===== src/design/sbct_pkg.sv =====
package sbct_pkg;

    localparam int CoordBits     = 24;
    localparam int SizeBits      = CoordBits - 1;
    localparam int VelBits       = 20;
    localparam int TimeFracBits  = 16;
    localparam int GapBits       = CoordBits + 3;
    localparam int MagBits       = GapBits - 1;
    localparam int QBits         = TimeFracBits + 2;
    localparam int TimeBits      = TimeFracBits + 4;
    localparam int StepsPerStage = 3;
    localparam int DivStages     = (QBits + StepsPerStage - 1) / StepsPerStage;

    localparam logic [QBits-1:0]    QLim   = QBits'(2) << TimeFracBits;
    localparam logic [TimeBits-1:0] TOne   = TimeBits'(1) << TimeFracBits;
    localparam logic [TimeBits-1:0] TInf   = TimeBits'(3) << TimeFracBits;

    localparam logic [1:0] NormPos  = 2'b01;
    localparam logic [1:0] NormNeg  = 2'b11;
    localparam logic [1:0] NormNone = 2'b00;

    typedef struct packed {
        logic [VelBits-1:0] rem;
        logic [1:0]         low;
        logic [VelBits-1:0] av;
        logic               sat;
        logic               neg;
        logic               vz;
    } sbct_lane_t;

    typedef struct packed {
        logic [QBits-1:0] q;
        logic             sat;
        logic             neg;
        logic             vz;
    } sbct_quot_t;

    typedef struct packed {
        logic gxe_neg;
        logic gye_neg;
        logic edge_eq;
    } sbct_flags_t;

endpackage


===== src/design/sbct_div.sv =====
module sbct_div (
    input  logic                 aclk,
    input  logic                 en,
    input  sbct_pkg::sbct_lane_t lane,
    output sbct_pkg::sbct_quot_t quot
);
    localparam int VB = sbct_pkg::VelBits;
    localparam int QB = sbct_pkg::QBits;
    localparam int NS = sbct_pkg::DivStages;
    localparam int SP = sbct_pkg::StepsPerStage;

    typedef struct packed {
        logic [VB-1:0] rem;
        logic [1:0]    low;
        logic [VB-1:0] av;
        logic [QB-1:0] q;
        logic          sat;
        logic          neg;
        logic          vz;
    } div_st_t;

    div_st_t st_reg [NS];
    div_st_t st_in  [NS];
    div_st_t st_next[NS];

    always_comb begin
        st_in[0].rem = lane.rem;
        st_in[0].low = lane.low;
        st_in[0].av  = lane.av;
        st_in[0].q   = '0;
        st_in[0].sat = lane.sat;
        st_in[0].neg = lane.neg;
        st_in[0].vz  = lane.vz;
        for (int k = 1; k < NS; k++) begin
            st_in[k] = st_reg[k-1];
        end
    end

    always_comb begin
        logic [VB:0] t;
        logic        b;
        for (int k = 0; k < NS; k++) begin
            st_next[k] = st_in[k];
            for (int i = 0; i < SP; i++) begin
                if (k * SP + i < QB) begin
                    b = (k * SP + i == 0) ? st_in[k].low[1] :
                        (k * SP + i == 1) ? st_in[k].low[0] : 1'b0;
                    t = {st_next[k].rem, b};
                    if (t >= {1'b0, st_next[k].av}) begin
                        st_next[k].rem = VB'(t - {1'b0, st_next[k].av});
                        st_next[k].q   = {st_next[k].q[QB-2:0], 1'b1};
                    end else begin
                        st_next[k].rem = t[VB-1:0];
                        st_next[k].q   = {st_next[k].q[QB-2:0], 1'b0};
                    end
                end
            end
        end
    end

    always_ff @(posedge aclk) begin
        if (en) begin
            for (int k = 0; k < NS; k++) begin
                st_reg[k] <= st_next[k];
            end
        end
    end

    assign quot.q   = st_reg[NS-1].q;
    assign quot.sat = st_reg[NS-1].sat;
    assign quot.neg = st_reg[NS-1].neg;
    assign quot.vz  = st_reg[NS-1].vz;

endmodule


===== config.mk =====
export PLATFORM = sky130hd
export DESIGN_NAME = sbct_div
export DESIGN_NICKNAME = d
export VERILOG_FILES = /design/src/design/sbct_pkg.sv /design/src/design/sbct_div.sv
export SDC_FILE = /design/constraint.sdc
export NUM_CORES = 1
export LEC_CHECK = 0
export BUFFER_PORTS_ARGS = -buffer_cell sky130_fd_sc_hd__buf_2
export CORE_MARGIN = 2
export CORE_UTILIZATION = 60
export CTS_BUF_LIST = sky130_fd_sc_hd__clkbuf_4
export DETAILED_ROUTE_END_ITERATION = 10
export PLACE_DENSITY = 0.8
export RECOVER_POWER = 50
export SLEW_MARGIN = 20
export SYNTH_ARGS = -nofsm -noshare
export SYNTH_HDL_FRONTEND = slang
export SYNTH_SLANG_ARGS = --single-unit

===== constraint.sdc =====
create_clock -name aclk -period 8.4 [get_ports aclk]
set_clock_uncertainty 0.2 [all_clocks]
set_input_delay 0.84 -clock aclk [delete_from_list [all_inputs] [get_ports aclk]]
set_output_delay 0.84 -clock aclk [all_outputs]
set_load 0.05 [all_outputs]

Word level (Yosys, flattened, before mapping)
Memories as Yosys holds them, arrays and structs flattened.
Cells that the tools add are included.
- register bits after elaboration: 0
- RAM bits: 378
- input port bits: 47
- output and inout port bits: 21
- logic and storage cells: 75
- memories: 1
- add/subtract/negate cells: 18
- order comparisons: 18
- mux-type cells: 38
- memories (name ; words ; bits a word ; read ports ; clocked after Yosys merged registers in ; write ports ; RTL line ; RTL):
    st_reg ; 6 ; 63 ; 6 ; 0 ; 6 ; sbct_div.sv:22 ; div_st_t st_reg [NS];
- operators with widths (kind ; count):
    21-bit by 20-bit >= comparator with 1-bit output ; 18
    20-bit two-way mux ; 18
    20-bit subtractor ; 18
    1-bit two-way mux ; 20

Logic depth before layout (Yosys ltp)
An unclocked memory read counts as a cell.
- depth in word-level cells: 7
- mapped depth: 38

Least setup slack after synthesis
OpenSTA, ideal clock, no wires.
- path type: in2reg
- from: input port lane[4] (netlist name)
- to: memory st_reg[0][56] (netlist name), data pin
- arrival time: 8083 ps
- slack: -145 ps
- stages on the path: 35
- buffers on the path: 5
- path through: inv_1 ha_1 nor2b_1 o31a_1 or3_1 a21oi_2 a22o_2 o211ai_1 buf_2 buf_2 buf_2 a21oi_1 ha_1 a21o_1 a211o_1 a22oi_1 o21ai_1 o21bai_1 o221ai_1 o21ai_0 a211oi_2 buf_2 mux2_2 ha_1 a21o_1 a21o_1 a22o_1 nor2_1 nand2_1 a311o_1 a211oi_1 mux2_4 inv_4 buf_6 mux2_1
- RTL lines (item ; RTL line ; RTL):
    start: declaration ; sbct_div.sv:4 ; input sbct_pkg::sbct_lane_t lane,
    end: declaration ; sbct_div.sv:22 ;

==> impl_metrics.env <==
export IMPL_status="complete, but fails checks"
export IMPL_violations="max-capacitance violations, max-slew violations"
export IMPL_ios=68
export IMPL_synth_async_reset_ratio_pct=0
export IMPL_relSlewSlack_pct=-157
export IMPL_yosys_area_top_type_share_pct=29.5
export IMPL_rows=79
export IMPL_dpl_hpwl_mm=61.8
export IMPL_synth_edff_count=281
export IMPL_tns_ns=0
export IMPL_num_vias=24770
export IMPL_cts_tree="yes"
export IMPL_hold_class="input port to register"
export IMPL_cp_required_ns=8.71
export IMPL_layout_min_cycle_time_ns=8.11
export IMPL_syn_area_per_cell_sq_um=9.25
export IMPL_fp_dieW_um=222
export IMPL_drt_drc_violations_left=0
export IMPL_path_class="register to register"
export IMPL_clk_pin_slew_worst_paths_ns=0.06
export IMPL_ys_warnings_count=0
export IMPL_worst_slew_pin_slew_ns=3.86
export IMPL_finalHoldViolCount=0
export IMPL_cp_common_cell="a21o_1"
export IMPL_fmax_ghz=0.123
export IMPL_largest_register_ffs=281
export IMPL_ys_types=90
export IMPL_viasPerCell=6.23
export IMPL_ys_seq_elements=281
export IMPL_core_sq_um=46800
export IMPL_gp_congestion=0.994
export IMPL_finalSetupViolCount=0
export IMPL_drive_above_1_share_pct=14.6
export IMPL_grt_pass1_vias=23816
export IMPL_drv_cap=3
export IMPL_fin_hold_ws_ns=0.0735
export IMPL_multi_input_area_sq_um=19200
export IMPL_synth_common_cells="ha_1, edfxtp_1, a21oi_1"
export IMPL_dr_pass1_iters=6
export IMPL_critPathMaxStageDelay_ns=0.44
export IMPL_yosys_area_top_type="edfxtp_1"
export IMPL_grt_util_all_layers_pct=30.7
export IMPL_grt_max_degree=78
export IMPL_port_buffers=67
export IMPL_critPathArrivalTime_ns=8.43
export IMPL_synth_nets=3492
export IMPL_synthesis_area_sq_um=28600
export IMPL_cts_buffers=74
export IMPL_slew_violations=210
export IMPL_min_from="lane[19]"
export IMPL_clock_tree_root_cell="clkbuf_4"
export IMPL_netlist_instances=3087
export IMPL_critPathCaptureType="register"
export IMPL_die_h_um=222
export IMPL_overflow=0
export IMPL_insertion_delay_ns=0.82
export IMPL_grt_first_pass_wirelength_mm=122
export IMPL_drt_total_wl_mm=78.6
export IMPL_regArea_sq_um=8440
export IMPL_synth_ff_type="edfxtp_1"
export IMPL_synthToLayoutAreaGrowth_pct=11.1
export IMPL_ys_top_cells_by_area="edfxtp_1, ha_1, xnor2_1"
export IMPL_synth_seq_area_share_pct=29.5
export IMPL_ant_nets=0
export IMPL_fillers=3719
export IMPL_path_max_fanout=14
export IMPL_clock_path_buffers=3
export IMPL_synth_most_common_cell="ha_1"
export IMPL_die_area_sq_um=49400
export IMPL_worst_path_max_delay_cell="edfxtp_1"
export IMPL_fin_util_pct=67.9
export IMPL_grt_antenna_before_repair=2
export IMPL_r2r_start="st_reg[2][34]"
export IMPL_drtIter0Drc=1920
export IMPL_startpoint="st_reg[2][34]"
export IMPL_nets=3716
export IMPL_htreeDepth=3
export IMPL_cp_start_kind="register"
export IMPL_cts_sinks=281
export IMPL_post_route_period_util_pct=96.6
export IMPL_wire_per_inst_um=19.8
export IMPL_initial_core_util_pct=61.1
cell type report:
class                   count  area share (%)
inverters                 244            2.92
well taps                 607            2.39
multi-input cells        2511            60.5
clock inverters            31           0.655
repair buffers            199            4.59
clock buffers             100            2.37
diodes                      3          0.0237
flip-flops and latches    281            26.6
worst max-delay path: cells and delay by family (launching register included):
family | cells | cell delay, ns
compound gates | 17 | 3.21
fa+ha+maj | 3 | 0.93
buf+inv | 7 | 1.00
flops | 1 | 0.44
mux | 3 | 1.06
simple gates | 5 | 0.95
through the flow:
stage	std cells	area, sq um	setup WS (ns)
6_report	3976	31700	0.289
3_3_place_gp	3817	30400	0.128
4_1_cts	3961	31500	0.0277
2_1_floorplan	3087	28600	0.0399
5_1_grt	3976	31700	-0.0240
3_5_place_dp	3817	30400	-0.144
per-layer routing:
metal,up-vias,global-route usage [%],wire [um]
li1,12017,-,-
met1,11600,39.5,33900
met2,923,50.6,36100
met3,230,4.64,4870
met4,0,15.1,3660
met5,-,0,0
layout by cell type (no fill, tap or decap), drive strengths merged, types with 29 or more instances in the layout:
cell    netlist  routed
a21o        119     119
a21oi       265     265
and3         29      29
buf          29     159
clkbuf       22     127
edfxtp      281     281
ha          350     350
inv         244     245
mux2        180     180
mux2i        29      29
nand2       200     200
nand2b       39      39
nand3        54      54
nand4        37      37
nor2        188     188
nor2b        40      40
nor3         50      50
o21a         39      39
o21ai       217     217
o21bai       54      54
xnor2       182     182
xor2         96      96
logic make-up (layout without fill, tap and decap cells):
| logic type | Yosys count | count (layout) | share of synthesized area [%] |
|---|---|---|---|
| other cells | 0 | 3 | 0 |
| flops | 281 | 281 | 29.5 |
| xor+xnor | 278 | 278 | 8.52 |
| fa+ha+maj | 358 | 358 | 15.9 |
| simple gates | 732 | 732 | 12.6 |
| mux | 209 | 209 | 8.23 |
| compound gates | 934 | 934 | 21.2 |
| buf+inv | 295 | 574 | 4.07 |
worst paths after layout:
check,endpoint,slack [ns],cells after the start
setup / recovery,st_reg[3][60],0.29,35
hold / removal,st_reg[0][37],0.07,1
setup reg to reg,st_reg[3][60],0.29,35
hold reg to reg,st_reg[2][1],0.21,0
repair_timing:
item | CTS | global route
hold buffers | 13 | 0
resized for setup | 1 | 45
buffers inserted | 0 | 8
endpoints found under the hold margin | 13 | 0
pin swaps | 0 | 9
setup endpoints to repair | 8 | 97
gates cloned | 0 | 4
Power is not shown: default switching activity piles up to over one toggle a cycle in this logic, so the estimate is an artifact.
