**src/design/sbct_pkg.sv**
```systemverilog
package sbct_pkg;

    localparam int CoordBits     = 24;
    localparam int SizeBits      = CoordBits - 1;
    localparam int VelBits       = 20;
    localparam int TimeFracBits  = 16;
    localparam int GapBits       = CoordBits + 3;
    localparam int MagBits       = GapBits - 1;
    localparam int QBits         = TimeFracBits + 2;
    localparam int TimeBits      = TimeFracBits + 4;
    localparam int StepsPerStage = 3;
    localparam int DivStages     = (QBits + StepsPerStage - 1) / StepsPerStage;

    localparam logic [QBits-1:0]    QLim   = QBits'(2) << TimeFracBits;
    localparam logic [TimeBits-1:0] TOne   = TimeBits'(1) << TimeFracBits;
    localparam logic [TimeBits-1:0] TInf   = TimeBits'(3) << TimeFracBits;

    localparam logic [1:0] NormPos  = 2'b01;
    localparam logic [1:0] NormNeg  = 2'b11;
    localparam logic [1:0] NormNone = 2'b00;

    typedef struct packed {
        logic [VelBits-1:0] rem;
        logic [1:0]         low;
        logic [VelBits-1:0] av;
        logic               sat;
        logic               neg;
        logic               vz;
    } sbct_lane_t;

    typedef struct packed {
        logic [QBits-1:0] q;
        logic             sat;
        logic             neg;
        logic             vz;
    } sbct_quot_t;

    typedef struct packed {
        logic gxe_neg;
        logic gye_neg;
        logic edge_eq;
    } sbct_flags_t;

endpackage

```
**src/design/sbct_resolve.sv**
```systemverilog
module sbct_resolve (
    input  logic                                    aclk,
    input  logic                                    en,
    input  sbct_pkg::sbct_quot_t                    q_xe,
    input  sbct_pkg::sbct_quot_t                    q_xx,
    input  sbct_pkg::sbct_quot_t                    q_ye,
    input  sbct_pkg::sbct_quot_t                    q_yx,
    input  sbct_pkg::sbct_flags_t                   flags,
    output logic [sbct_pkg::TimeFracBits:0]         contact_time,
    output logic [1:0]                              normal_x,
    output logic [1:0]                              normal_y,
    output logic                                    hit
);
    localparam int TB = sbct_pkg::TimeBits;
    localparam int QB = sbct_pkg::QBits;

    logic signed [TB-1:0] xe_next, xx_next, ye_next, yx_next;
    logic signed [TB-1:0] xe_reg, ye_reg, entry_reg, exit_reg;
    sbct_pkg::sbct_flags_t fl_reg;
    logic                  nohit;
    logic [sbct_pkg::TimeFracBits:0] ct_reg;
    logic [1:0]            nx_reg, ny_reg;
    logic                  hit_reg;

    function automatic logic signed [TB-1:0] to_time(sbct_pkg::sbct_quot_t qt,
                                                     logic is_entry);
        logic [QB-1:0] mag;
        mag = (qt.sat || qt.q > sbct_pkg::QLim) ? sbct_pkg::QLim : qt.q;
        if (qt.vz) begin
            return is_entry ? -$signed(sbct_pkg::TInf) : $signed(sbct_pkg::TInf);
        end
        return qt.neg ? -$signed(TB'(mag)) : $signed(TB'(mag));
    endfunction

    always_comb begin
        xe_next = to_time(q_xe, 1'b1);
        xx_next = to_time(q_xx, 1'b0);
        ye_next = to_time(q_ye, 1'b1);
        yx_next = to_time(q_yx, 1'b0);
        nohit   = (entry_reg > exit_reg) || (xe_reg < 0 && ye_reg < 0) ||
                  (xe_reg > $signed(sbct_pkg::TOne)) || (ye_reg > $signed(sbct_pkg::TOne));
    end

    always_ff @(posedge aclk) begin
        if (en) begin
            xe_reg    <= xe_next;
            ye_reg    <= ye_next;
            entry_reg <= (xe_next > ye_next) ? xe_next : ye_next;
            exit_reg  <= (xx_next < yx_next) ? xx_next : yx_next;
            fl_reg    <= flags;
            if (nohit) begin
                ct_reg  <= sbct_pkg::TOne[sbct_pkg::TimeFracBits:0];
                hit_reg <= 1'b0;
                nx_reg  <= sbct_pkg::NormNone;
                ny_reg  <= sbct_pkg::NormNone;
            end else begin
                ct_reg  <= entry_reg[sbct_pkg::TimeFracBits:0];
                hit_reg <= 1'b1;
                if (xe_reg > ye_reg && !fl_reg.edge_eq) begin
                    nx_reg <= fl_reg.gxe_neg ? sbct_pkg::NormPos : sbct_pkg::NormNeg;
                    ny_reg <= sbct_pkg::NormNone;
                end else begin
                    nx_reg <= sbct_pkg::NormNone;
                    ny_reg <= fl_reg.gye_neg ? sbct_pkg::NormPos : sbct_pkg::NormNeg;
                end
            end
        end
    end

    assign contact_time = ct_reg;
    assign normal_x     = nx_reg;
    assign normal_y     = ny_reg;
    assign hit          = hit_reg;

endmodule

```
**config.mk**
```make
export PLATFORM = sky130hd
export DESIGN_NAME = sbct_resolve
export DESIGN_NICKNAME = d
export VERILOG_FILES = /design/src/design/sbct_pkg.sv /design/src/design/sbct_resolve.sv
export SDC_FILE = /design/constraint.sdc
export NUM_CORES = 1
export LEC_CHECK = 0
export BUFFER_PORTS_ARGS = -buffer_cell sky130_fd_sc_hd__buf_2
export CAP_MARGIN = 20
export CORE_AREA = 5 5 174 176
export CTS_BUF_LIST = sky130_fd_sc_hd__clkbuf_8
export DETAILED_ROUTE_END_ITERATION = 7
export DIE_AREA = 0 0 179 181
export GPL_TIMING_DRIVEN = 0
export PLACE_DENSITY = 0.52
export SLEW_MARGIN = 10
export SYNTH_ARGS = -nofsm -noshare
export SYNTH_HDL_FRONTEND = slang
export SYNTH_SLANG_ARGS = --single-unit
```
**constraint.sdc**
```tcl
create_clock -name aclk -period 13.9 [get_ports aclk]
set_clock_uncertainty 0.2 [all_clocks]
set_input_delay 2.085 -clock aclk [delete_from_list [all_inputs] [get_ports aclk]]
set_output_delay 2.085 -clock aclk [all_outputs]
set_load 0.03 [all_outputs]
```
* Word-level counts from Yosys, hierarchy flattened *
Cells that the tools add are included.

word-level totals
  bits in registers = 105
  logic and storage cells = 65
  output and inout bits = 22

cells by class
  reduce and logical (&&, ||, !) cells = 12
  muxes and demuxes = 25
  order comparisons = 12
  bitwise logic cells = 1
  $add $sub $neg = 4

operator list
  operator                                                         count
  two-way mux 20 bit                                               14
  negation 18 -> 20 bit                                            4
  greater-than comparator 18 bit, second input constant            4
  two-way mux 18 bit                                               4
  greater-than comparator 20 bit                                   3
  greater-than comparator 20 x 18 -> 1 bit, second input constant  2
  < comparator 20 x 1 -> 1 bit, second input constant              2
  < comparator 20 bit                                              1
  logical OR 1 bit                                                 7
  two-way mux 1 bit                                                5
  two-way mux 2 bit                                                2
  OR reduction 2 bit                                               2
  logical AND 1 bit                                                2
  zero test 1 bit                                                  1
  inverter 1 bit                                                   1

* Depth between registers and ports, before layout *
  depth after elaboration = 8
  depth in mapped cells = 20

* Worst setup path before layout *
No wires, ideal clock.

  path kind = input-to-reg
  start = input q_yx[5] in the netlist's numbering
  end = register exit_reg[10] (data pin)
  setup time = 0.260 ns
  data arrival time = 5.681 ns
  stages = 17
  required time = 13.440 ns
  path buffers = 2
  setup slack = 7.759 ns
  cells stage by stage = or4_1 -> buf_2 -> or2_4 -> or3_4 -> o31ai_4 -> xor2_1 -> nor3_1 -> inv_1 -> ha_1 -> and4_1 -> a21oi_1 -> o21ai_0 -> a21oi_1 -> nand3b_1 -> o21ai_0 -> clkbuf_1 -> mux2_2

on the way
  cells in the longest elaborated chain, start to end = 8

RTL lines
  element                             line                RTL
  from (decl)                         sbct_resolve.sv:7   input sbct_pkg::sbct_quot_t q_yx,
  greater-than comparator 18 bit      sbct_resolve.sv:28  mag = (qt.sat || qt.q > sbct_pkg::QLim) ? sbct_pkg::QLim : qt.q;
  logical OR 1 bit                    sbct_resolve.sv:28
  two-way mux 18 bit *                sbct_resolve.sv:28
  negation 18 -> 20 bit               sbct_resolve.sv:32  return qt.neg ? -$signed(TB'(mag)) : $signed(TB'(mag));
  two-way mux 20 bit * (2 in series)  sbct_resolve.sv:32
  < comparator 20 bit                 sbct_resolve.sv:49  exit_reg <= (xx_next < yx_next) ? xx_next : yx_next;
  two-way mux 20 bit *                sbct_resolve.sv:49
  to (signal assigned)                sbct_resolve.sv:49
  to (decl)                           sbct_resolve.sv:18  logic signed [TB-1:0] xe_reg, ye_reg, entry_reg, exit_reg;

Every way passes the cells marked *; elsewhere a longest branch is shown, timed or not.
A chain may end at the register's enable or synchronous reset.

* Final worst setup path *
  start = input q_xx[2] in the netlist's numbering
  end = register exit_reg[1] (data pin)

on the way
  cells in the longest elaborated chain, start to end = 7

RTL lines
  element                             line                RTL
  from (decl)                         sbct_resolve.sv:5   input sbct_pkg::sbct_quot_t q_xx,
  logical OR 1 bit *                  sbct_resolve.sv:28
  two-way mux 18 bit *                sbct_resolve.sv:28
  negation 18 -> 20 bit               sbct_resolve.sv:32
  two-way mux 20 bit * (2 in series)  sbct_resolve.sv:32
  < comparator 20 bit                 sbct_resolve.sv:49
  two-way mux 20 bit *                sbct_resolve.sv:49

Marked as above.

==> reports/summary.txt <==
max_cap viols: 0
TritonCTS Buffers: 9
final wirelength: 23470 µm
ANT cells: 0
post-layout util: 33.84%
initial antenna violation count: 1
crit end category: flop
Rows: 62
Wirelength per Cell: 16.37 µm
post-cts sizing count: 0
fmax: 0.1445 GHz
grt ovf: 0
#FFs+latches synth: 105
# Post-CTS Setup Buffers: 0
P per Cell Area: 85.36 nW/µm²
initial DRC count: 480
vias in the first global route: 6857
Initial Utilization: 29.44%
clk root buf: clkbuf_8
CTS Hold Bufs: 0
Nets: 1218
P_leak: 4.055 nW
status: finished, final reports clean
Final GP Congestion: 0.8785
DRC violations left: 0
# port buffers: 108
vias per inst: 4.958
Area Overhead vs Synth: 14.97%
CTS H-tree depth: 3
Placed Cells incl. Taps: 1418
minimum clock period: 6919 ps
Pre-Repair DR Iteration Count: 5
TritonCTS clock tree: yes
Req. time, crit path: 13820 ps
synth warn: 0
share of cells above drive strength 1: 16.95%
worst slew pin tran: 707.2 ps
Die Span Y: 181 µm
antenna-violating nets left: 0
# IOs: 111
sequential fraction of the synthesis area: 37.62%
period utilization: 49.78%
pin count of the biggest net entering global routing: 58
CP Launch Type: input port
Setup CP Type: input port to flop
Setup Viol. Count Final: 0
clk sinks: 105
worst vdd ir: 0.00003989 V
worst skew pair latency: 380 ps
cells after synthesis: 925
Chip Width: 179 µm
max_slew headroom: 52.42%
Hold WC Path Type: flop to flop
Final WS setup: 6981 ps
CTS Buffer Depth: 2
final cell count without fillers: 1434
CP Max Fanout: 10
Yosys cell types: 64
worst slack, placed: 6663 ps
clock transition at the registers of the reported paths: 100 ps
Worst EP arrival: 6840 ps
Syn Nets: 1098
first-pass GRT wire length: 37170 µm
Core Area: 28470 µm²
Total Routing Usage GR: 14.49%
Hold Fails Final Rpt: 0
fin. max-slew vios: 0
Synth async-reset ratio: 0%
Fin Setup TNS: 0 ps
RSZ-0062 raised after global routing: no
syn_area_per_cell: 9.060 µm²
post-DP HPWL: 19480 µm
synthesized area: 8381 µm²
EDFF count, synth: 105
die area: 32400 µm²
via count: 7110
Most used DFF post-synth: edfxtp_1
[per-layer routing]
| layer | vias up | share of wire [%] | wire length (µm) | GRT usage, % |
|---|---|---|---|---|
| met5 | - | 0.047 | 11 | 0 |
| met4 | 2 | 1.4 | 339 | 3.623 |
| met3 | 22 | 4.6 | 1080 | 1.986 |
| met2 | 161 | 46 | 10910 | 23.51 |
| met1 | 3323 | 47 | 11130 | 20.34 |
| li1 | 3602 | - | - | - |
[worst paths after layout]
kind,from,endpoint,slack [ps],depth (start not counted)
worst max-delay path,q_xx[2],exit_reg[1]$_DFFE_PP_,6980,21
worst min-delay path,fl_reg[1]$_DFFE_PP_,normal_y[1]$_SDFFCE_PP0P_,340,1
worst max register to register,entry_reg[15]$_DFFE_PP_,contact_time[8]$_SDFFCE_PN0P_,10970,9
worst min register to register,fl_reg[1]$_DFFE_PP_,normal_y[1]$_SDFFCE_PP0P_,340,1
[cells by family (layout without fill, tap and decap cells)]
| logic type | after synthesis | after routing | synth area share [%] |
|---|---|---|---|
| xor+xnor | 35 | 35 | 3.658 |
| buf+inv | 144 | 269 | 6.569 |
| simple gates | 319 | 319 | 19.07 |
| flops | 105 | 105 | 37.62 |
| compound gates | 195 | 195 | 14.96 |
| fa+ha+maj | 84 | 84 | 12.54 |
| mux | 43 | 43 | 5.584 |
[final cells by class]
class / count / area [µm²]
Fill cell: 3035 / 18830
Multi-Input combinational cell: 676 / 4677
Sequential cell: 105 / 3153
Timing Repair Buffer: 109 / 574.3
Tap cell: 384 / 480.5
Inverter: 117 / 439.2
Clock buffer: 9 / 123.9
Buffer: 27 / 111.4
Clock inverter: 7 / 76.32
[stage by stage]
step           cell area (µm²)  hold WS [ps]  power, mW
2_1_floorplan             8381         309.4     0.5494
3_3_place_gp              9402         319.1     0.6329
3_5_place_dp              9435         334.4     0.6352
4_1_cts                   9635         338.0     0.8326
5_1_grt                   9635         356.3     0.8760
6_report                  9635         336.4     0.8225
[report_power, final]
group / switching [mW] / internal, mW / leakage (nW) / total (mW)
Sequential: 0.0144 / 0.380 / 1.03 / 0.395
Combinational: 0.141 / 0.0924 / 2.93 / 0.233
Clock: 0.110 / 0.0850 / 0.0983 / 0.195
[layout by cell type (no fill, tap or decap), types with 23 or more instances in the layout]
| cell type | instances |
|---|---|
| a21oi_1 | 48 |
| buf_2 | 112 |
| edfxtp_1 | 105 |
| ha_1 | 84 |
| inv_1 | 117 |
| mux2_2 | 30 |
| nand2_1 | 72 |
| nor2_1 | 97 |
| nor3_1 | 23 |
| o21ai_0 | 48 |
| xor2_1 | 24 |
[synthesized netlist by cell type (6+ instances only)]
master | instances | area share, %
a21o_1 | 12 | 1.1
nor3_1 | 23 | 1.4
xor2_1 | 24 | 2.5
nand4_1 | 18 | 1.3
or3_1 | 10 | 0.75
inv_1 | 117 | 5.2
nor4_1 | 19 | 1.4
clkbuf_1 | 18 | 0.81
nand3b_1 | 6 | 0.54
ha_1 | 84 | 13
nand2_1 | 72 | 3.2
a21oi_1 | 48 | 2.9
edfxtp_1 | 105 | 38
nand3_1 | 17 | 1.0
xnor2_1 | 11 | 1.1
o31ai_1 | 12 | 1.1
o21ai_0 | 48 | 2.9
nor2_1 | 97 | 4.3
o41ai_1 | 6 | 0.63
mux2_2 | 30 | 4.0
or2_2 | 9 | 0.67
nand2b_1 | 14 | 1.0
a31oi_1 | 11 | 0.82
nor2b_1 | 6 | 0.45
a211oi_1 | 10 | 0.90
mux2i_1 | 13 | 1.6
o21a_1 | 7 | 0.63
[critical path, cell delays in order]
cell	delay, ps
buf_2	120
nor2_1	70
clkbuf_1	220
nand2_1	140
ha_1	140
clkbuf_1	290
nand2_1	130
nor4_1	580
a21oi_1	260
mux2_2	320
o32ai_1	280
inv_1	100
ha_1	220
a21o_1	150
a31oi_1	210
nand3b_1	100
a21oi_1	190
nand3b_1	90
o21ai_0	180
clkbuf_1	500
mux2_2	450
(Power assumes the default switching activity.)
