`src/design/sbct_pkg.sv`:
```
package sbct_pkg;

    localparam int CoordBits     = 24;
    localparam int SizeBits      = CoordBits - 1;
    localparam int VelBits       = 20;
    localparam int TimeFracBits  = 16;
    localparam int GapBits       = CoordBits + 3;
    localparam int MagBits       = GapBits - 1;
    localparam int QBits         = TimeFracBits + 2;
    localparam int TimeBits      = TimeFracBits + 4;
    localparam int StepsPerStage = 3;
    localparam int DivStages     = (QBits + StepsPerStage - 1) / StepsPerStage;

    localparam logic [QBits-1:0]    QLim   = QBits'(2) << TimeFracBits;
    localparam logic [TimeBits-1:0] TOne   = TimeBits'(1) << TimeFracBits;
    localparam logic [TimeBits-1:0] TInf   = TimeBits'(3) << TimeFracBits;

    localparam logic [1:0] NormPos  = 2'b01;
    localparam logic [1:0] NormNeg  = 2'b11;
    localparam logic [1:0] NormNone = 2'b00;

    typedef struct packed {
        logic [VelBits-1:0] rem;
        logic [1:0]         low;
        logic [VelBits-1:0] av;
        logic               sat;
        logic               neg;
        logic               vz;
    } sbct_lane_t;

    typedef struct packed {
        logic [QBits-1:0] q;
        logic             sat;
        logic             neg;
        logic             vz;
    } sbct_quot_t;

    typedef struct packed {
        logic gxe_neg;
        logic gye_neg;
        logic edge_eq;
    } sbct_flags_t;

endpackage

```
`src/design/sbct_gap.sv`:
```
module sbct_gap (
    input  logic                                 aclk,
    input  logic                                 en,
    input  logic signed [sbct_pkg::CoordBits-1:0] mover_x,
    input  logic signed [sbct_pkg::CoordBits-1:0] mover_y,
    input  logic        [sbct_pkg::SizeBits-1:0]  mover_width,
    input  logic        [sbct_pkg::SizeBits-1:0]  mover_height,
    input  logic signed [sbct_pkg::VelBits-1:0]   mover_vel_x,
    input  logic signed [sbct_pkg::VelBits-1:0]   mover_vel_y,
    input  logic signed [sbct_pkg::CoordBits-1:0] target_x,
    input  logic signed [sbct_pkg::CoordBits-1:0] target_y,
    input  logic        [sbct_pkg::SizeBits-1:0]  target_width,
    input  logic        [sbct_pkg::SizeBits-1:0]  target_height,
    output sbct_pkg::sbct_lane_t                  lane_xe,
    output sbct_pkg::sbct_lane_t                  lane_xx,
    output sbct_pkg::sbct_lane_t                  lane_ye,
    output sbct_pkg::sbct_lane_t                  lane_yx,
    output sbct_pkg::sbct_flags_t                 flags
);
    localparam int GB = sbct_pkg::GapBits;
    localparam int MB = sbct_pkg::MagBits;
    localparam int VB = sbct_pkg::VelBits;

    logic signed [GB-1:0] mx, my, mw, mh, tx, ty, tw, th;
    logic signed [GB-1:0] gxe_next, gxx_next, gye_next, gyx_next;
    logic signed [GB-1:0] gxe_reg, gxx_reg, gye_reg, gyx_reg;
    logic signed [VB-1:0] vx_reg, vy_reg;
    logic                 edge_reg;
    logic                 edge_b_reg;
    sbct_pkg::sbct_lane_t xe_reg, xx_reg, ye_reg, yx_reg;
    logic                 gxe_neg_reg, gye_neg_reg;

    function automatic sbct_pkg::sbct_lane_t mk_lane(logic signed [GB-1:0] g,
                                                     logic signed [VB-1:0] v);
        sbct_pkg::sbct_lane_t l;
        logic [MB-1:0] ag;
        logic [VB-1:0] av;
        ag    = g[GB-1] ? MB'(-g) : MB'(g);
        av    = v[VB-1] ? VB'(-v) : VB'(v);
        l.av  = av;
        l.sat = ag >= {{(MB-VB-2){1'b0}}, av, 2'b00};
        l.rem = ag[VB+1:2];
        l.low = ag[1:0];
        l.neg = g[GB-1] ^ v[VB-1];
        l.vz  = (v == '0);
        return l;
    endfunction

    always_comb begin
        mx = GB'(mover_x);
        my = GB'(mover_y);
        mw = GB'({1'b0, mover_width});
        mh = GB'({1'b0, mover_height});
        tx = GB'(target_x);
        ty = GB'(target_y);
        tw = GB'({1'b0, target_width});
        th = GB'({1'b0, target_height});
        if (mover_vel_x > 0) begin
            gxe_next = tx - (mx + mw);
            gxx_next = (tx + tw) - mx;
        end else begin
            gxe_next = (tx + tw) - mx;
            gxx_next = tx - (mx + mw);
        end
        if (mover_vel_y > 0) begin
            gye_next = (ty - th) - my;
            gyx_next = ty - (my - mh);
        end else begin
            gye_next = ty - (my - mh);
            gyx_next = (ty - th) - my;
        end
    end

    always_ff @(posedge aclk) begin
        if (en) begin
            gxe_reg     <= gxe_next;
            gxx_reg     <= gxx_next;
            gye_reg     <= gye_next;
            gyx_reg     <= gyx_next;
            vx_reg      <= mover_vel_x;
            vy_reg      <= mover_vel_y;
            edge_reg    <= ((my - mh) == ty);
            xe_reg      <= mk_lane(gxe_reg, vx_reg);
            xx_reg      <= mk_lane(gxx_reg, vx_reg);
            ye_reg      <= mk_lane(gye_reg, vy_reg);
            yx_reg      <= mk_lane(gyx_reg, vy_reg);
            gxe_neg_reg <= gxe_reg[GB-1];
            gye_neg_reg <= gye_reg[GB-1];
            edge_b_reg  <= edge_reg;
        end
    end

    assign lane_xe       = xe_reg;
    assign lane_xx       = xx_reg;
    assign lane_ye       = ye_reg;
    assign lane_yx       = yx_reg;
    assign flags.gxe_neg = gxe_neg_reg;
    assign flags.gye_neg = gye_neg_reg;
    assign flags.edge_eq = edge_b_reg;

endmodule

```
`config.mk`:
```
export PLATFORM = sky130hd
export DESIGN_NAME = sbct_gap
export DESIGN_NICKNAME = d
export VERILOG_FILES = /design/src/design/sbct_pkg.sv /design/src/design/sbct_gap.sv
export SDC_FILE = /design/constraint.sdc
export NUM_CORES = 1
export LEC_CHECK = 0
export BUFFER_PORTS_ARGS = -buffer_cell sky130_fd_sc_hd__buf_2
export CORE_AREA = 2 2 161 281
export CTS_BUF_LIST = sky130_fd_sc_hd__clkbuf_8
export CTS_CLUSTER_DIAMETER = 50
export CTS_CLUSTER_SIZE = 40
export DETAILED_ROUTE_END_ITERATION = 8
export DIE_AREA = 0 0 163 283
export PLACE_DENSITY = 0.79
export SLEW_MARGIN = 10
export SYNTH_ARGS = -nofsm -noshare
export SYNTH_HDL_FRONTEND = slang
export SYNTH_SLANG_ARGS = --single-unit
```
`constraint.sdc`:
```
create_clock -name aclk -period 3.8 [get_ports aclk]
set_input_delay 0.38 -clock aclk [delete_from_list [all_inputs] [get_ports aclk]]
set_output_delay 0.38 -clock aclk [all_outputs]
set_load 0.01 [all_outputs]
```
**Yosys cells after proc, flatten, opt, wreduce, memory -nomap -nowiden**

Index checks and enable logic that the tools add are counted.
W data, S select, Z words.

- Register bits after elaboration: 290
- Bits of input ports: 230
- Output and inout port bits: 183
- Logic and storage cells: 67

- Add/subtract/negate cells: 14
- $lt $le $gt $ge: 6
- Eq/ne operators: 1
- Mux-type cells: 10
- Bitwise logic cells: 4
- Reduce and logical (&&, ||, !) cells: 2

Operator list:

| kind | number |
|---|---|
| $mux W27 | 4 |
| $ge A26 B22 Y1 | 4 |
| $mux W26 | 4 |
| $neg A26 Y26 | 4 |
| $sub A24 B25 Y26 | 2 |
| $sub A25 B24 Y26 | 2 |
| $add A24 B24 Y25 | 2 |
| $sub A24 B24 Y25 | 2 |
| $gt A20 B1 Y1 const B | 2 |
| $logic_not A20 Y1 | 2 |
| $mux W20 | 2 |
| $neg A20 Y20 | 2 |
| $eq A25 B24 Y1 | 1 |
| $xor A1 B1 Y1 | 4 |

**Logic depth before layout (Yosys ltp)**

Gate-level depths: netlist of run 1.

- Depth in word-level cells: 3
- Mapped depth: 20
- Gate-level depth less buffers: 19

**Least setup slack after synthesis of run 1**

No wires, ideal clock.

- Path kind: flip-flop to flip-flop
- Start: register gye_reg[4]
- End: register ye_reg (netlist bit lane_ye[2]) (data pin)
- Library setup time: 0.261 ns
- Data arrival time: 3.732 ns
- Required time: 3.539 ns
- Setup slack: -0.193 ns
- Cell stages (with the launch flop): 16
- Buffers on the path: 0
- Period minus slack after synthesis: 3.993 ns
- Cells stage by stage: edfxtp_1 -> or4_4 -> nor4_4 -> nand3_2 -> or4_4 -> o21ai_0 -> xnor2_1 -> ha_1 -> a21oi_1 -> nor2b_1 -> o21ai_0 -> o211ai_1 -> a21oi_1 -> o21ai_0 -> or4_1 -> a311o_1

- Longest elaborated chain between the ends: 3

Ends and longest elaborated chain:

| what | line | RTL |
|---|---|---|
| start: declaration | sbct_gap.sv:26 | `logic signed [GB-1:0] gxe_reg, gxx_reg, gye_reg, gyx_reg;` |
| start signal: assignment | sbct_gap.sv:78 | `gye_reg <= gye_next;` |
| $neg A26 Y26 | sbct_gap.sv:38 | `ag = g[GB-1] ? MB'(-g) : MB'(g);` |
| $mux W26 * | sbct_gap.sv:38 |  |
| $ge A26 B22 Y1 * | sbct_gap.sv:41 | `l.sat = ag >= {{(MB-VB-2){1'b0}}, av, 2'b00};` |
| end signal: assignment | sbct_gap.sv:85 | `ye_reg <= mk_lane(gye_reg, vy_reg);` |
| end: declaration | sbct_gap.sv:30 | `sbct_pkg::sbct_lane_t xe_reg, xx_reg, ye_reg, yx_reg;` |

Mark *: on every way between the ends. The rest lies on a longest branch, timed or not.
A chain may end at the register's enable or synchronous reset.

**Worst setup path after layout of run 1**

- Start: register gxe_reg[6]
- End: register xe_reg (netlist bit lane_xe[2]) (data pin)

- Longest elaborated chain between the ends: 3

Ends and longest elaborated chain:

| what | line | RTL |
|---|---|---|
| start: declaration | sbct_gap.sv:26 |  |
| start signal: assignment | sbct_gap.sv:76 | `gxe_reg <= gxe_next;` |
| $neg A26 Y26 | sbct_gap.sv:38 |  |
| $mux W26 * | sbct_gap.sv:38 |  |
| $ge A26 B22 Y1 * | sbct_gap.sv:41 |  |
| end signal: assignment | sbct_gap.sv:83 | `xe_reg <= mk_lane(gxe_reg, vx_reg);` |
| end: declaration | sbct_gap.sv:30 |  |

Marked as above.

==> results of run 1 <==
==> metrics by stage <==
stage / setup WS (ns) / setup TNS (ns) / total power, mW / hold WS (ns) / cell area, µm²
final: -0.380 / -0.967 / 14.0 / 0.0230 / 29200
after global placement: -0.587 / -14.90 / 11.7 / 0.402 / 27800
after detailed placement: -0.660 / -17.25 / 11.9 / 0.406 / 27800
after CTS: -0.326 / -0.769 / 13.8 / 0.00414 / 28900
after floorplan: -0.143 / -0.273 / 8.99 / 0.400 / 23100
after global routing: -0.579 / -1.83 / 14.9 / 0.00275 / 29200
==> cell families after synthesis <==
group | share of synthesized area
AOI/OAI and AO/OA | 0.152
and+or+nand+nor | 0.121
buffers and inverters | 0.0706
adders and majority gates | 0.179
DFF | 0.372
xor gates and xnor gates | 0.0839
muxes | 0.0207
==> final cells by class <==
class | instances | area (µm²)
flip-flops and latches | 286 | 8590
clock buffers | 18 | 248
clock inverters | 14 | 239
repair buffers | 773 | 4920
inverters | 303 | 1150
multi-input cells | 1649 | 13300
well taps | 572 | 716
fillers | 3491 | 14800
diodes | 4 | 10.0
==> per-layer routing <==
metal | vias up | wire (µm) | GRT usage
li1 | 9678 | - | -
met3 | 287 | 3670 | 0.0419
met4 | 4 | 6690 | 0.239
met1 | 9705 | 23000 | 0.280
met5 | - | 25 | 0
met2 | 824 | 40800 | 0.623
==> what timing repair did <==
item                                    4_1_cts  5_1_grt
endpoints found under the setup margin        7       23
hold endpoints to repair                     35        0
hold buffers                                 35        0
gates resized for setup                      40       45
pin swaps                                    21       41
setup buffers                                10        8
==> worst paths after layout <==
path              cells after the start      startpoint    endpoint
setup / recovery                     14      gxe_reg[6]  lane_xe[2]
setup reg to reg                     14      gxe_reg[6]  lane_xe[2]
hold reg to reg                       0        edge_reg  edge_b_reg
hold / removal                        1  mover_vel_x[9]   vx_reg[9]
==> cell usage in the layout, fill, tap and decap left out, types with 7 or more instances in the layout <==
master,synthesis,layout
dlygate4sd3_1,0,35
o21bai_1,10,10
o21ai_0,143,135
o211ai_1,19,19
nand3_1,31,30
buf_4,45,319
nor3_1,40,37
o31a_1,12,12
clkbuf_8,0,18
nor2b_1,26,25
or4_1,27,19
or2_2,9,9
edfxtp_1,286,286
mux2_2,22,22
mux2i_1,23,23
xor2_1,58,55
and3_1,9,9
nor4_1,13,7
nand2b_1,32,32
o41ai_1,13,9
o21ai_1,7,13
fa_1,71,70
a21oi_1,126,121
inv_1,303,302
nand4_1,36,36
nand2_1,176,176
a211o_1,7,7
o31ai_1,40,34
ha_1,216,212
a21o_1,54,54
a21boi_0,8,7
or3_1,25,22
a211oi_1,18,16
o21a_1,24,24
or4_4,2,10
xnor2_1,163,158
nor2_1,89,87
buf_2,0,410
a31oi_1,22,18
==> power groups by stage <==
stage / clock (mW) / sequential (mW) / combinational [mW]
floorplan: 0 / 5.00 / 3.99
global placement: 0 / 4.97 / 6.73
detailed placement: 0 / 5.00 / 6.93
CTS: 1.81 / 4.94 / 7.08
global route: 1.91 / 5.04 / 7.96
finish: 1.79 / 4.98 / 7.28
==> flow_metrics.tcl, run 1 <==
set metrics [dict create \
    synth_common_cells "inv_1, edfxtp_1, ha_1" \
    slew_headroom 0.373 \
    hpwl_um 62100 \
    hold_violations 0 \
    swShare 0.407 \
    cts.sinks 286 \
    worstMarginPinSlew_ns 0.941 \
    setup_viol 4 \
    grt_pass1_wl_um 113000 \
    path_buf_inv 1 \
    syn2layout_area_growth_pct 26.6 \
    routed_wirelength_um 74200 \
    p_sw_mw 5.72 \
    clk_pin_slew_ns 0.17 \
    cp.arrival_ns 4.53 \
    path_class "register to register" \
    crit_required_ns 4.15 \
    hold_class "input port to register" \
    end_kind "register" \
    netlist_instances 2324 \
    yosys.area.top_type_share 0.372 \
    r2r_slack_ns -0.38 \
    layout.cells.non_filler 3619 \
    max_freq_mhz 239 \
    io_buffers 412 \
    drt_iter0_drc 1196 \
    crit_slowest_cell "or4_4" \
    status "finished with violations" \
    cts_buffer_depth 3 \
    cts_root_buf "clkbuf_8" \
    rows 102 \
    grt_pass1_vias 21700 \
    cp-start-kind "register" \
    yosysWarnings 0 \
    synth.avg_cell_area_um2 9.92 \
    post-place-cells 3530 \
    cpPeakStageDelay_ns 0.55 \
    ys_async_sr_fraction 0 \
    tritoncts "done" \
    layout_setup_ws_ns -0.380 \
    peakVddDrop_v 0.000331 \
    fin_nets 3548 \
    final_antenna_net_count 0 \
    yosysUniqueCellTypes 71 \
    clock_power_share 0.127 \
    violations "setup timing" \
    die_x_um 163 \
    synth_edf_count 286 \
    syn_area_um2 23100 \
    rsz0062_at_grt "yes" \
    dr.pass1.iters 9 \
    combPwrFrac 0.518 \
    synth_ff_type "edfxtp_1" \
    maxCapViolCount 0 \
    overflow 0 \
    synthTopCellsByArea "edfxtp_1, ha_1, xnor2_1, fa_1, inv_1" \
    clk_latency_ns 0.66 \
    drive_above_1_share 0.290 \
    internal-power_mw 8.33 \
    clock_skew_ns 0.0811 \
    power_frac_seq 0.355 \
    vias 20500 \
    p_per_area_nw_per_um2 481 \
    post-route-period-util 1.10 \
    ys_seq_area_frac 0.372 \
    grt_usage 0.316 \
    fin_util 0.663 \
    core_um2 44000 \
    initial_utilization 0.524 \
    drc 0 \
    grt_antenna_before_repair 6 \
    power.leakage_nw 13.4 \
    fp.dieArea_um2 46100 \
    slew_violations 0 \
    ios 413 \
    grt_max_degree 114 \
    period_minus_slack_ns 4.18 \
    wl_per_cell_um 20.5 \
    htreeDepth 1 \
    place.gp.congestion 0.994 \
    cp_cell_sequence "nor4_4 -> buf_4 -> nand2_1 -> or4_4 -> or4_4 -> o31ai_2 -> xnor2_1 -> ha_1 -> nand4_1 -> nor4_4 -> a2111oi_2 -> o211ai_1 -> nor2_1 -> nand4_1" \
    die_h_um 283 \
    ys_seq_elements 286 \
    critical_path.top_delay_family "simple AND/OR/NAND/NOR gates" \
    numCtsBuffers 18 \
    viasPerCell 5.66 \
    yosys.area.top_type "edfxtp_1" \
    synth_nets 2841 \
    crit_fanout 3 \
    synth_most_common_cell "inv_1" \
]
(Power assumes the default switching activity.)
==> run 2, diff against run 1 <==
--- a/config.mk
+++ b/config.mk
@@ -6,13 +6,14 @@
 export NUM_CORES = 1
 export LEC_CHECK = 0
 export BUFFER_PORTS_ARGS = -buffer_cell sky130_fd_sc_hd__buf_2
-export CORE_AREA = 2 2 161 281
+export CORE_AREA = 2 2 166 290
 export CTS_BUF_LIST = sky130_fd_sc_hd__clkbuf_8
 export CTS_CLUSTER_DIAMETER = 50
 export CTS_CLUSTER_SIZE = 40
 export DETAILED_ROUTE_END_ITERATION = 8
-export DIE_AREA = 0 0 163 283
-export PLACE_DENSITY = 0.79
+export DIE_AREA = 0 0 168 292
+export PLACE_DENSITY = 0.75
+export SKIP_LAST_GASP = 1
 export SLEW_MARGIN = 10
 export SYNTH_ARGS = -nofsm -noshare
 export SYNTH_HDL_FRONTEND = slang
==> flow_metrics.tcl, run 2 (synthesized netlist as in run 1, its figures left out) <==
set metrics [dict create \
    status "finished with violations" \
    violations "setup timing" \
    cp-start-kind "register" \
    clk_pin_slew_ns 0.14 \
    tritoncts "done" \
    maxCapViolCount 0 \
    layout_setup_ws_ns -0.296 \
    slew_violations 0 \
    cp.arrival_ns 4.49 \
    wl_per_cell_um 20.1 \
    drt_iter0_drc 1072 \
    cts.sinks 286 \
    p_sw_mw 5.75 \
    crit_required_ns 4.19 \
    rsz0062_at_grt "yes" \
    regArea_um2 8590 \
    path_class "register to register" \
    grt_usage 0.291 \
    vias 20400 \
    power.leakage_nw 13.4 \
    rows 105 \
    worstMarginPinSlew_ns 0.858 \
    slew_headroom 0.428 \
    crit_fanout 2 \
    grt_antenna_before_repair 3 \
    final_antenna_net_count 0 \
    ff2ff_path_depth 15 \
    combPwrFrac 0.515 \
    layout.cells.non_filler 3639 \
    clock_skew_ns 0.0214 \
    grt_pass1_wl_um 111000 \
    fp.dieArea_um2 49100 \
    numCtsBuffers 21 \
    routed_wirelength_um 73100 \
    mostFrequentLayoutCells "buf_2, buf_4, inv_1" \
    place.gp.congestion 1.01 \
    swShare 0.404 \
    die_x_um 168 \
    hold_violations 0 \
    drc 0 \
    hold-worst-slack_ns 0.0221 \
    cts_buffer_depth 3 \
    io_buffers 412 \
    drive_above_1_share 0.295 \
    grt_pass1_vias 21400 \
    fill_cells 3730 \
    period_minus_slack_ns 4.10 \
    peakVddDrop_v 0.000311 \
    overflow 0 \
    grt_max_degree 94 \
    fin_util 0.629 \
    setup_viol 4 \
    hold_depth 1 \
    hold_class "input port to register" \
    die_h_um 292 \
    power_frac_seq 0.347 \
    end_kind "register" \
    viasPerCell 5.61 \
    final_common_cell "buf_2" \
    p_per_area_nw_per_um2 485 \
    clock_power_share 0.138 \
    hpwl_um 61200 \
    max_freq_mhz 244 \
    internal-power_mw 8.48 \
    post-route-period-util 1.08 \
    initial_utilization 0.494 \
    syn2layout_area_growth_pct 27.3 \
    clk_latency_ns 0.63 \
    post-place-cells 3543 \
    dr.pass1.iters 8 \
    fin_nets 3552 \
    core_um2 46600 \
    multi_input_area_um2 13400 \
    ios 413 \
    cts_root_buf "clkbuf_8" \
    htreeDepth 1 \
]
[run 2: worst paths after layout]
| kind | endpoint | startpoint | slack [ns] |
|---|---|---|---|
| max | lane_ye[2] | vy_reg[6] | -0.30 |
| min | vy_reg[16] | mover_vel_y[16] | 0.02 |
| max reg2reg | lane_ye[2] | vy_reg[6] | -0.30 |
| min reg2reg | edge_b_reg | edge_reg | 0.43 |
[run 2: worst max-delay path: stages, from the launching register on]
cell      delay (ns)
edfxtp_1        0.42
or4_4           0.58
or3_1           0.39
nor2_1          0.16
nand2_1         0.09
o31a_1          0.28
xor2_2          0.19
inv_1           0.09
ha_1            0.32
nor2b_1         0.13
o21ai_0         0.14
o211ai_1        0.11
a21oi_1         0.12
o21ai_1         0.08
or4_1           0.50
a311o_1         0.28
[run 2: power by group through the flow]
stage / Clock, mW / Combinational (mW) / Sequential, mW
floorplan: 0 / 3.99 / 5.00
global route: 2.08 / 7.98 / 5.00
detailed placement: 0 / 6.92 / 4.97
global placement: 0 / 6.72 / 4.95
finish: 1.96 / 7.33 / 4.94
CTS: 1.99 / 7.10 / 4.92
[run 2: timing repair]
item / 4_1_cts / 5_1_grt
setup buffers: 11 / 12
endpoints found under the hold margin: 38 / 0
pin swaps: 36 / 64
gates resized for setup: 44 / 55
hold buffers: 38 / 0
endpoints found under the setup margin: 19 / 29
[run 2: cell type report]
cell class / count / share of cell area
clock inverter: 17 / 0.00861
multi-input combinational: 1649 / 0.457
inverter: 303 / 0.0392
tap: 588 / 0.0251
antenna: 1 / 0.0000852
timing repair buffer: 774 / 0.168
sequential: 286 / 0.293
clock buffer: 21 / 0.00985
[run 2: metrics by stage]
| step | instance area (µm²) | TNS (ns) | power, mW | worst slack (ns) |
|---|---|---|---|---|
| after floorplan | 23100 | -0.273 | 8.99 | -0.143 |
| after global placement | 27800 | -14.87 | 11.7 | -0.614 |
| after detailed placement | 27800 | -21.27 | 11.9 | -0.786 |
| after CTS | 29000 | -0.856 | 14.0 | -0.305 |
| after global routing | 29400 | -1.39 | 15.1 | -0.543 |
| final | 29400 | -0.647 | 14.2 | -0.296 |
[run 2: layer usage]
metal / up-vias / part of all wire / global-route usage
li1: 9687 / - / -
met1: 9694 / 0.33 / 0.268
met2: 776 / 0.55 / 0.583
met3: 265 / 0.045 / 0.0351
met4: 4 / 0.076 / 0.191
met5: - / 0.00025 / 0
